`src/hw/rtl/rtfl_pkg.sv`:
```
// Shared types, constants and helper functions for the RTF byte lexer.
`default_nettype none

package rtfl_pkg;

  // Lexer limits.
  localparam logic [5:0] MAX_WORD_LEN = 6'd63;
  localparam logic [7:0] MAX_DEPTH    = 8'd255;
  localparam logic [35:0] MAG_LIMIT   = 36'h0_8000_0000;
  localparam logic [31:0] POS_LIMIT   = 32'h7FFF_FFFF;

  // Characters with a special meaning.
  localparam logic [7:0] CH_LBRACE = 8'h7B;
  localparam logic [7:0] CH_RBRACE = 8'h7D;
  localparam logic [7:0] CH_BSLASH = 8'h5C;
  localparam logic [7:0] CH_QUOTE  = 8'h27;
  localparam logic [7:0] CH_MINUS  = 8'h2D;
  localparam logic [7:0] CH_SPACE  = 8'h20;
  localparam logic [7:0] CH_CR     = 8'h0D;
  localparam logic [7:0] CH_LF     = 8'h0A;
  localparam logic [4:0] HEX_NONE  = 5'd16;

  typedef enum logic [2:0] {
    MODE_NORMAL = 3'd0,
    MODE_BINARY = 3'd1,
    MODE_HEX_A  = 3'd2,
    MODE_HEX_B  = 3'd3,
    MODE_WORD   = 3'd4,
    MODE_PARAM  = 3'd5
  } lex_mode_e;

  typedef enum logic [3:0] {
    TK_TEXT    = 4'd0,
    TK_OPEN    = 4'd1,
    TK_CLOSE   = 4'd2,
    TK_LETTER  = 4'd3,
    TK_WORDEND = 4'd4,
    TK_SYMBOL  = 4'd5,
    TK_HEX     = 4'd6,
    TK_BINARY  = 4'd7,
    TK_ABANDON = 4'd8,
    TK_UNBAL   = 4'd9
  } tok_kind_e;

  // Architectural lexer state.
  typedef struct packed {
    lex_mode_e   mode;
    logic [5:0]  word_len;
    logic [1:0]  bin_match;
    logic [4:0]  hex_nib;
    logic [31:0] accum;
    logic        neg;
    logic [30:0] bin_rem;
    logic [7:0]  depth;
  } lex_state_t;

  // One token as it travels to the output.
  typedef struct packed {
    tok_kind_e   kind;
    logic [7:0]  tbyte;
    logic        has_param;
    logic [31:0] param;
    logic [7:0]  depth;
    logic        last;
  } tok_t;

  // Result of a byte seen in normal data.
  typedef struct packed {
    logic       emit;
    tok_kind_e  kind;
    logic [7:0] tbyte;
    logic [7:0] depth;
    logic       to_word;
  } norm_t;

  function automatic logic is_letter(logic [7:0] b);
    return (b >= 8'h41 && b <= 8'h5A) || (b >= 8'h61 && b <= 8'h7A);
  endfunction

  function automatic logic is_digit(logic [7:0] b);
    return b >= 8'h30 && b <= 8'h39;
  endfunction

  // Hex digit value, or HEX_NONE when the byte is no hex digit.
  function automatic logic [4:0] hex_value(logic [7:0] b);
    logic [7:0] v;
    v = 8'd0;
    if (is_digit(b)) begin
      v = b - 8'h30;
    end else if (b >= 8'h61 && b <= 8'h66) begin
      v = b - 8'h57;
    end else if (b >= 8'h41 && b <= 8'h46) begin
      v = b - 8'h37;
    end else begin
      v = {3'd0, HEX_NONE};
    end
    return v[4:0];
  endfunction

  // Letters of the binary-run keyword.
  function automatic logic [7:0] bin_char(logic [1:0] idx);
    logic [7:0] c;
    case (idx)
      2'd0:    c = 8'h62;
      2'd1:    c = 8'h69;
      default: c = 8'h6E;
    endcase
    return c;
  endfunction

  function automatic tok_t mk_tok(tok_kind_e kind, logic [7:0] tbyte, logic hp,
                                  logic [31:0] pv, logic [7:0] depth);
    tok_t t;
    t.kind      = kind;
    t.tbyte     = tbyte;
    t.has_param = hp;
    t.param     = pv;
    t.depth     = depth;
    t.last      = 1'b0;
    return t;
  endfunction

  // Handling of a byte in normal data: braces, backslash, dropped line ends, text.
  function automatic norm_t do_normal(logic [7:0] b, logic [7:0] depth);
    norm_t r;
    r.emit    = 1'b1;
    r.kind    = TK_TEXT;
    r.tbyte   = b;
    r.depth   = depth;
    r.to_word = 1'b0;
    if (b == CH_LBRACE) begin
      r.kind  = TK_OPEN;
      r.tbyte = 8'd0;
      if (depth < MAX_DEPTH) begin
        r.depth = depth + 8'd1;
      end
    end else if (b == CH_RBRACE) begin
      r.tbyte = 8'd0;
      if (depth == 8'd0) begin
        r.kind = TK_UNBAL;
      end else begin
        r.kind  = TK_CLOSE;
        r.depth = depth - 8'd1;
      end
    end else if (b == CH_BSLASH) begin
      r.emit    = 1'b0;
      r.to_word = 1'b1;
    end else if (b == CH_CR || b == CH_LF) begin
      r.emit = 1'b0;
    end
    return r;
  endfunction

endpackage

`default_nettype wire

```
`src/hw/rtl/rtfl_step.sv`:
```
// Next-state and token logic for one input byte of the RTF lexer.
`default_nettype none

module rtfl_step (
  input  rtfl_pkg::lex_state_t st_i,
  input  logic [7:0]           byte_i,
  output rtfl_pkg::lex_state_t st_o,
  output rtfl_pkg::tok_t       tok0_o,
  output rtfl_pkg::tok_t       tok1_o,
  output logic [1:0]           push_n_o
);
  import rtfl_pkg::*;

  lex_state_t  nxt;
  tok_t        t0;
  tok_t        t1;
  logic [1:0]  n;
  logic        end_w;
  logic        with_p;
  logic [31:0] pv;
  logic        run;
  norm_t       nr;
  logic [4:0]  second;
  logic [7:0]  hexv;
  logic [35:0] acc_next;

  // Per-mode handling of the byte; control-word end is finished below.
  always_comb begin
    nxt      = st_i;
    t0       = mk_tok(TK_TEXT, 8'd0, 1'b0, 32'd0, st_i.depth);
    t1       = mk_tok(TK_TEXT, 8'd0, 1'b0, 32'd0, st_i.depth);
    n        = 2'd0;
    end_w    = 1'b0;
    with_p   = 1'b0;
    pv       = 32'd0;
    run      = 1'b0;
    nr       = do_normal(byte_i, st_i.depth);
    second   = hex_value(byte_i);
    hexv     = 8'd0;
    acc_next = ({4'd0, st_i.accum} << 3) + ({4'd0, st_i.accum} << 1)
               + {28'd0, byte_i - 8'h30};

    case (st_i.mode)
      MODE_BINARY: begin
        t0 = mk_tok(TK_BINARY, byte_i, 1'b0, 32'd0, st_i.depth);
        n  = 2'd1;
        if (st_i.bin_rem <= 31'd1) begin
          nxt.bin_rem = 31'd0;
          nxt.mode    = MODE_NORMAL;
        end else begin
          nxt.bin_rem = st_i.bin_rem - 31'd1;
        end
      end
      MODE_HEX_A: begin
        nxt.hex_nib = second;
        nxt.mode    = MODE_HEX_B;
      end
      MODE_HEX_B: begin
        if (st_i.hex_nib >= HEX_NONE) begin
          hexv = 8'd0;
        end else if (second >= HEX_NONE) begin
          hexv = {4'd0, st_i.hex_nib[3:0]};
        end else begin
          hexv = {st_i.hex_nib[3:0], second[3:0]};
        end
        nxt.mode = MODE_NORMAL;
        t0       = mk_tok(TK_HEX, hexv, 1'b0, 32'd0, st_i.depth);
        n        = 2'd1;
      end
      MODE_WORD: begin
        if (is_letter(byte_i)) begin
          n = 2'd1;
          if (st_i.word_len >= MAX_WORD_LEN) begin
            nxt.mode = MODE_NORMAL;
            t0       = mk_tok(TK_ABANDON, 8'd0, 1'b0, 32'd0, st_i.depth);
          end else begin
            if (st_i.word_len < 6'd3 && {4'd0, st_i.bin_match} == st_i.word_len
                && byte_i == bin_char(st_i.word_len[1:0])) begin
              nxt.bin_match = st_i.bin_match + 2'd1;
            end
            nxt.word_len = st_i.word_len + 6'd1;
            t0           = mk_tok(TK_LETTER, byte_i, 1'b0, 32'd0, st_i.depth);
          end
        end else if (st_i.word_len == 6'd0) begin
          if (byte_i == CH_QUOTE) begin
            nxt.mode = MODE_HEX_A;
          end else begin
            nxt.mode = MODE_NORMAL;
            t0       = mk_tok(TK_SYMBOL, byte_i, 1'b0, 32'd0, st_i.depth);
            n        = 2'd1;
          end
        end else if (byte_i == CH_MINUS || is_digit(byte_i)) begin
          nxt.mode  = MODE_PARAM;
          nxt.neg   = (byte_i == CH_MINUS);
          nxt.accum = is_digit(byte_i) ? {24'd0, byte_i - 8'h30} : 32'd0;
        end else begin
          end_w = 1'b1;
        end
      end
      MODE_PARAM: begin
        if (is_digit(byte_i)) begin
          nxt.accum = (acc_next > MAG_LIMIT) ? MAG_LIMIT[31:0] : acc_next[31:0];
        end else begin
          end_w  = 1'b1;
          with_p = 1'b1;
        end
      end
      default: begin
        nxt.mode  = MODE_NORMAL;
        nxt.depth = nr.depth;
        if (nr.to_word) begin
          nxt.mode      = MODE_WORD;
          nxt.word_len  = 6'd0;
          nxt.bin_match = 2'd0;
        end
        if (nr.emit) begin
          t0 = mk_tok(nr.kind, nr.tbyte, 1'b0, 32'd0, nr.depth);
          n  = 2'd1;
        end
      end
    endcase

    // Control-word end, then the terminator unless it is a space.
    if (end_w) begin
      if (with_p) begin
        if (st_i.neg) begin
          pv = 32'd0 - st_i.accum;
        end else begin
          pv  = (st_i.accum > POS_LIMIT) ? POS_LIMIT : st_i.accum;
          run = (pv != 32'd0) && st_i.word_len == 6'd3 && st_i.bin_match == 2'd3;
        end
      end
      t0 = mk_tok(TK_WORDEND, 8'd0, with_p, pv, st_i.depth);
      n  = 2'd1;
      if (run) begin
        nxt.mode    = MODE_BINARY;
        nxt.bin_rem = pv[30:0];
      end else begin
        nxt.mode = MODE_NORMAL;
      end
      if (byte_i != CH_SPACE) begin
        if (run) begin
          t1 = mk_tok(TK_BINARY, byte_i, 1'b0, 32'd0, st_i.depth);
          n  = 2'd2;
          if (pv <= 32'd1) begin
            nxt.bin_rem = 31'd0;
            nxt.mode    = MODE_NORMAL;
          end else begin
            nxt.bin_rem = pv[30:0] - 31'd1;
          end
        end else begin
          nxt.depth = nr.depth;
          if (nr.to_word) begin
            nxt.mode      = MODE_WORD;
            nxt.word_len  = 6'd0;
            nxt.bin_match = 2'd0;
          end
          if (nr.emit) begin
            t1 = mk_tok(nr.kind, nr.tbyte, 1'b0, 32'd0, nr.depth);
            n  = 2'd2;
          end
        end
      end
    end

    // Mark the final token of this byte.
    t0.last = (n == 2'd1);
    t1.last = 1'b1;
  end

  assign st_o     = nxt;
  assign tok0_o   = t0;
  assign tok1_o   = t1;
  assign push_n_o = n;

endmodule

`default_nettype wire

```
`src/hw/rtl/rtfl_tokq.sv`:
```
// Four-entry token queue that takes up to two tokens and gives one per beat while not stalled.
`default_nettype none

module rtfl_tokq (
  input  logic           clk_i,
  input  logic           rst_ni,
  input  rtfl_pkg::tok_t tok0_i,
  input  rtfl_pkg::tok_t tok1_i,
  input  logic [1:0]     push_n_i,
  output logic           room_o,
  output rtfl_pkg::tok_t head_o,
  output logic           valid_o,
  input  logic           stall_i
);
  import rtfl_pkg::*;

  localparam logic [2:0] QDEPTH = 3'd4;

  tok_t       mem [4];
  logic [1:0] wr_q;
  logic [1:0] wr_d;
  logic [1:0] rd_q;
  logic [1:0] rd_d;
  logic [2:0] cnt_q;
  logic [2:0] cnt_d;
  logic       pop;

  assign pop     = valid_o && !stall_i;
  assign valid_o = (cnt_q != 3'd0);
  assign room_o  = (cnt_q <= QDEPTH - 3'd2);
  assign head_o  = mem[rd_q];

  // Pointer and fill count update.
  always_comb begin
    wr_d  = wr_q + push_n_i;
    rd_d  = rd_q + {1'b0, pop};
    cnt_d = cnt_q + {1'b0, push_n_i} - {2'd0, pop};
  end

  always_ff @(posedge clk_i or negedge rst_ni) begin
    if (!rst_ni) begin
      wr_q  <= 2'd0;
      rd_q  <= 2'd0;
      cnt_q <= 3'd0;
    end else begin
      wr_q  <= wr_d;
      rd_q  <= rd_d;
      cnt_q <= cnt_d;
    end
  end

  // Token storage.
  always_ff @(posedge clk_i) begin
    if (push_n_i != 2'd0) begin
      mem[wr_q] <= tok0_i;
    end
    if (push_n_i == 2'd2) begin
      mem[wr_q + 2'd1] <= tok1_i;
    end
  end

  // The fill count never passes the queue size.
  a_cnt_bound: assert property (@(posedge clk_i) disable iff (!rst_ni)
    cnt_q <= QDEPTH)
    else $error("token queue count out of range");

  // Tokens are only pushed when there is room for them.
  a_no_overflow: assert property (@(posedge clk_i) disable iff (!rst_ni)
    (push_n_i != 2'd0) |-> ({1'b0, cnt_q} + {2'd0, push_n_i} <= {1'b0, QDEPTH}))
    else $error("token queue overflow");

  // The pointers stay consistent with the fill count.
  a_ptr_gap: assert property (@(posedge clk_i) disable iff (!rst_ni)
    (wr_q - rd_q) == cnt_q[1:0])
    else $error("token queue pointers disagree with count");

endmodule

`default_nettype wire

```
`src/hw/rtl/rtf_byte_lexer.sv`:
```
// Top level of the RTF byte lexer: state registers, step logic and token queue.
//
// Usage:
//   The input channel takes one raw RTF byte per beat (in_valid_i, in_stall_o,
//   in_byte_i). The output channel gives one token per beat (out_valid_o,
//   out_stall_i and the token fields). A byte yields zero, one or two tokens;
//   last_of_item_o marks the final token of a byte.
//   A token enters the token queue when its byte is accepted. The input takes
//   one byte per cycle while each byte yields at most one token and the
//   receiver does not stall; bytes with two tokens fill the queue. The rate is
//   set by the four-entry token queue, which takes a byte only while it has
//   room for two tokens.
//   Reset puts the lexer in normal data at nesting depth zero with an empty
//   queue. When the receiver stalls, the head token holds; the queue keeps
//   taking bytes until it is nearly full, then in_stall_o rises.
`default_nettype none

module rtf_byte_lexer (
  input  logic               clk_i,
  input  logic               rst_ni,
  input  logic               in_valid_i,
  output logic               in_stall_o,
  input  logic [7:0]         in_byte_i,
  output logic               out_valid_o,
  input  logic               out_stall_i,
  output logic [3:0]         token_kind_o,
  output logic [7:0]         token_byte_o,
  output logic               has_param_o,
  output logic signed [31:0] param_value_o,
  output logic [7:0]         group_depth_o,
  output logic               last_of_item_o
);
  import rtfl_pkg::*;

  lex_state_t st_q;
  lex_state_t st_d;
  tok_t       tok0;
  tok_t       tok1;
  tok_t       head;
  logic [1:0] push_raw;
  logic [1:0] push_n;
  logic       room;
  logic       in_fire;

  assign in_stall_o = !room;
  assign in_fire    = in_valid_i && room;
  assign push_n     = in_fire ? push_raw : 2'd0;

  // Per-byte lexing logic.
  rtfl_step u_step (
    .st_i     (st_q),
    .byte_i   (in_byte_i),
    .st_o     (st_d),
    .tok0_o   (tok0),
    .tok1_o   (tok1),
    .push_n_o (push_raw)
  );

  // Lexer state register.
  always_ff @(posedge clk_i or negedge rst_ni) begin
    if (!rst_ni) begin
      st_q <= '{mode: MODE_NORMAL, default: '0};
    end else if (in_fire) begin
      st_q <= st_d;
    end
  end

  // Output token queue.
  rtfl_tokq u_tokq (
    .clk_i    (clk_i),
    .rst_ni   (rst_ni),
    .tok0_i   (tok0),
    .tok1_i   (tok1),
    .push_n_i (push_n),
    .room_o   (room),
    .head_o   (head),
    .valid_o  (out_valid_o),
    .stall_i  (out_stall_i)
  );

  assign token_kind_o   = head.kind;
  assign token_byte_o   = head.tbyte;
  assign has_param_o    = head.has_param;
  assign param_value_o  = head.param;
  assign group_depth_o  = head.depth;
  assign last_of_item_o = head.last;

  // A binary run always has bytes left to consume.
  a_bin_rem: assert property (@(posedge clk_i) disable iff (!rst_ni)
    (st_q.mode == MODE_BINARY) |-> (st_q.bin_rem != 31'd0))
    else $error("binary mode with empty run");

  // The second hex byte always returns the lexer to normal data.
  a_hex_done: assert property (@(posedge clk_i) disable iff (!rst_ni)
    (in_fire && st_q.mode == MODE_HEX_B) |=> (st_q.mode == MODE_NORMAL))
    else $error("hex escape did not finish");

  // A word is never longer than the word limit.
  a_word_len: assert property (@(posedge clk_i) disable iff (!rst_ni)
    st_q.word_len <= MAX_WORD_LEN && st_q.bin_match <= 2'd3
    && {4'd0, st_q.bin_match} <= st_q.word_len)
    else $error("control word length out of range");

endmodule

`default_nettype wire
```
`config.mk`:
```
export PLATFORM = sky130hd
export DESIGN_NAME = rtf_byte_lexer
export DESIGN_NICKNAME = d
export VERILOG_FILES = /design/src/hw/rtl/rtfl_pkg.sv /design/src/hw/rtl/rtfl_step.sv /design/src/hw/rtl/rtfl_tokq.sv /design/src/hw/rtl/rtf_byte_lexer.sv
export SDC_FILE = /design/constraint.sdc
export NUM_CORES = 1
export LEC_CHECK = 0
export BUFFER_PORTS_ARGS = -buffer_cell sky130_fd_sc_hd__buf_2
export CAP_MARGIN = 20
export CORE_AREA = 3 3 378 268
export CTS_BUF_LIST = sky130_fd_sc_hd__clkbuf_4 sky130_fd_sc_hd__clkbuf_8 sky130_fd_sc_hd__clkbuf_16
export CTS_CLUSTER_DIAMETER = 120
export DETAILED_ROUTE_END_ITERATION = 10
export DIE_AREA = 0 0 381 271
export GPL_ROUTABILITY_DRIVEN = 0
export PLACE_DENSITY = 0.37
export SYNTH_ARGS = -nofsm -noshare
export SYNTH_HDL_FRONTEND = slang
export SYNTH_HIERARCHICAL = 1
export SYNTH_SLANG_ARGS = --single-unit
```
`constraint.sdc`:
```
create_clock -name clk_i -period 7.05 [get_ports clk_i]
set_input_delay 1.41 -clock clk_i [delete_from_list [all_inputs] [get_ports clk_i]]
set_output_delay 1.41 -clock clk_i [all_outputs]
set_load 0.03 [all_outputs]
```
==> impl_metrics.json <==
{
  "synth_top_area_share": 0.289,
  "synthArstFlopShare": 0.305,
  "synthFlopType": "edfxtp_1",
  "drt-pass1-iter-count": 5,
  "track_usage": 0.142,
  "cts_tree": "built",
  "grt.overflow.total": 0,
  "synth-simple-area-share": 0.133,
  "std_cell_rows": 96,
  "crit_fanout": 14,
  "grt_pass1_wl_mm": 114,
  "cts_buffers": 35,
  "synth_cell_type_count": 95,
  "rsz0062_at_grt": "no",
  "finalPower_mw": 6.31,
  "diodes": 0,
  "worst_clock_skew_ns": 0.0265,
  "fillers": 10300,
  "fin_crit_ns": 6.13,
  "utilization": 0.263,
  "via_per_inst": 4.97,
  "synth_common_cells": "mux2_2 (297), edfxtp_1 (216), nand2_1 (149)",
  "holdWs_ns": 0.538,
  "end_kind": "register",
  "finalNetCount": 2243,
  "cts_root_buf": "clkbuf_16",
  "insertion_delay_ns": 0.57,
  "totalWireLength_mm": 74.7,
  "yosysMostFrequentCell": "mux2_2",
  "synth_edf_count": 216,
  "synthXorXnorAreaFrac": 0.0304,
  "critical-path-top-delay-family": "simple AND/OR/NAND/NOR gates",
  "drt_iter0_markers": 1340,
  "antenna_found_initial": 1,
  "fin_crit_sh": 0.870,
  "path_cells": "buf_2 -> inv_1 -> ha_1 -> nor4b_1 -> nor2b_1 -> o221ai_1 -> o31ai_1 -> o31ai_1 -> and2_1 -> nand2_1 -> a21oi_1 -> a21oi_1 -> and3_1 -> nand2b_2 -> nor2_4 -> buf_4 -> mux2_2",
  "post-cts-setup-buffers": 0,
  "slew_headroom": 0.325,
  "fp.dieH_um": 271,
  "arrival_ns": 6.44,
  "p_per_area_nw_per_um2": 246,
  "grt_max_degree": 53,
  "clk_pin_slew_ns": 0.06,
  "clk_path_buf_depth": 3,
  "place.port_buffers": 67,
  "htree_num_levels": 2,
  "fmax_mhz": 163,
  "tightest_slew_ns": 1.01,
  "cts_resized": 0,
  "slowest_delay_ns": 0.66,
  "dieArea_um2": 103000,
  "final_antenna_net_count": 0,
  "hold_path.class": "reg2reg",
  "startpoint_type": "input port",
  "finalSetupViolCount": 0,
  "cp.required_ns": 7.36,
  "avgSynthCellArea_um2": 10.8,
  "ctsHoldBuffers": 0,
  "synth_compound_area_frac": 0.122,
  "synthMuxAreaShare": 0.221,
  "area_delta_synth_final_pct": 14.4,
  "cts.sinks": 311,
  "netlist_area_um2": 22500,
  "vdd_ir_drop_max_mv": 0.235,
  "fin_ws_ns": 0.918,
  "yosys.area.top_type": "edfxtp_1",
  "cap_viol_max_count": 0,
  "setup-tns-final_ns": 0,
  "wl_per_cell_um": 21.4,
  "drive_above_1_share": 0.288,
  "synth_seq_cells": 311,
  "vias": 17400,
  "ys_seq_area_frac": 0.394,
  "dp_hpwl_mm": 54.8,
  "status": "finished, final reports clean",
  "cpMaxStageDelayCell": "nor4b_1",
  "synthAdderAreaFrac": 0.0525,
  "first_global_vias": 17100,
  "dp_slack_ns": 0.432,
  "synthCells": 2086,
  "die_x_um": 381,
  "finalMaxSlewViolations": 0,
  "yosys_warnings": 6,
  "synthTopCellsByArea": "edfxtp_1 (29%), mux2_2 (15%), dfrtp_1 (11%), mux4_2 (5.4%), ha_1 (4.6%)",
  "synth_top_family_by_area": "multiplexers",
  "start_util": 0.230,
  "critPathKind": "in2reg",
  "boundaryPins": 68,
  "drc": 0,
  "path_buf_inv": 3,
  "leakage_nw": 10.3,
  "finalHoldViolCount": 0,
  "core_area_um2": 97800
}
final timing paths:
path	slack, ns	startpoint	end	cells after the start
worst min register to register	0.54	u_tokq/cnt_q[2]	u_tokq/cnt_q[2]	1
worst max register to register	1.52	st_q[45]	st_q[82]	10
worst max-delay path	0.92	in_byte_i[1]	u_tokq/mem[2][47]	17
min in group asynchronous	0.88	rst_ni	u_tokq/cnt_q[1]	1
worst min-delay path	0.54	u_tokq/cnt_q[2]	u_tokq/cnt_q[2]	1
max in group asynchronous	4.96	rst_ni	st_q[16]	2
power breakdown:
| part | total (mW) | switching, mW | internal [mW] | leakage, nW |
|---|---|---|---|---|
| clock network | 1.92 | 0.825 | 1.10 | 0.585 |
| logic | 1.98 | 1.23 | 0.743 | 6.42 |
| registers | 2.41 | 0.186 | 2.23 | 3.32 |
per-layer routing:
metal  GRT usage  share of wire  wire (um)
met3      0.0253          0.048       3590
met5           0              0          0
met2       0.207           0.42      31600
met1       0.219           0.52      38700
met4      0.0185          0.011        835
stage by stage:
step | area, um^2 | cells
6_report | 25700 | 3491
5_1_grt | 25700 | 3491
4_1_cts | 25700 | 3491
3_5_place_dp | 24500 | 3427
3_3_place_gp | 24500 | 3426
2_1_floorplan | 22600 | 2118
state kept, by name, indices dropped and copies added, names as in the netlist:
register      flops
u_tokq/cnt_q      3
u_tokq/wr_q       2
st_q             88
u_tokq/mem      216
u_tokq/rd_q       2
cells in the final DEF (no fill, tap or decap), types with 50 or more instances in the layout:
master / instances
dfrtp_1: 93
buf_4: 63
nand2_1: 149
inv_1: 59
a21oi_1: 95
nor3_1: 50
edfxtp_1: 216
nor2_1: 140
mux2_2: 297
o21ai_0: 109
buf_2: 67
mux4_2: 54
ha_1: 83
kinds of logic after synthesis:
| family | count (synthesis) |
|---|---|
| AND/OR/NAND/NOR | 582 |
| AO/OA/AOI/OAI | 425 |
| multiplexers | 381 |
| flip-flops | 311 |
| buffers and inverters | 217 |
| adder cells (fa/ha/maj) | 90 |
| XOR/XNOR | 78 |
| other | 2 |
cell type report:
| class | instances | area [um^2] | area share |
|---|---|---|---|
| Inverter | 61 | 229 | 0.00891 |
| Clock inverter | 14 | 139 | 0.00541 |
| Tap cell | 1323 | 1660 | 0.0644 |
| Sequential cell | 311 | 8870 | 0.345 |
| Multi-Input combinational cell | 1590 | 12700 | 0.495 |
| Timing Repair Buffer | 142 | 1050 | 0.0408 |
| Clock buffer | 50 | 1020 | 0.0399 |
worst register-to-register path, cell delays in order, from the launching register on:
cell and delay (ns):
dfrtp_1 0.53, or4_1 0.70, nor4b_4 0.83, and2_1 0.39, nand2_1 0.26, o2111ai_1 0.48, buf_4 0.34, nand4_1 0.66
nor2_1 0.82, nor3_1 0.14, mux2_2 0.29
No activity file was read; power rests on OpenSTA's default activity.
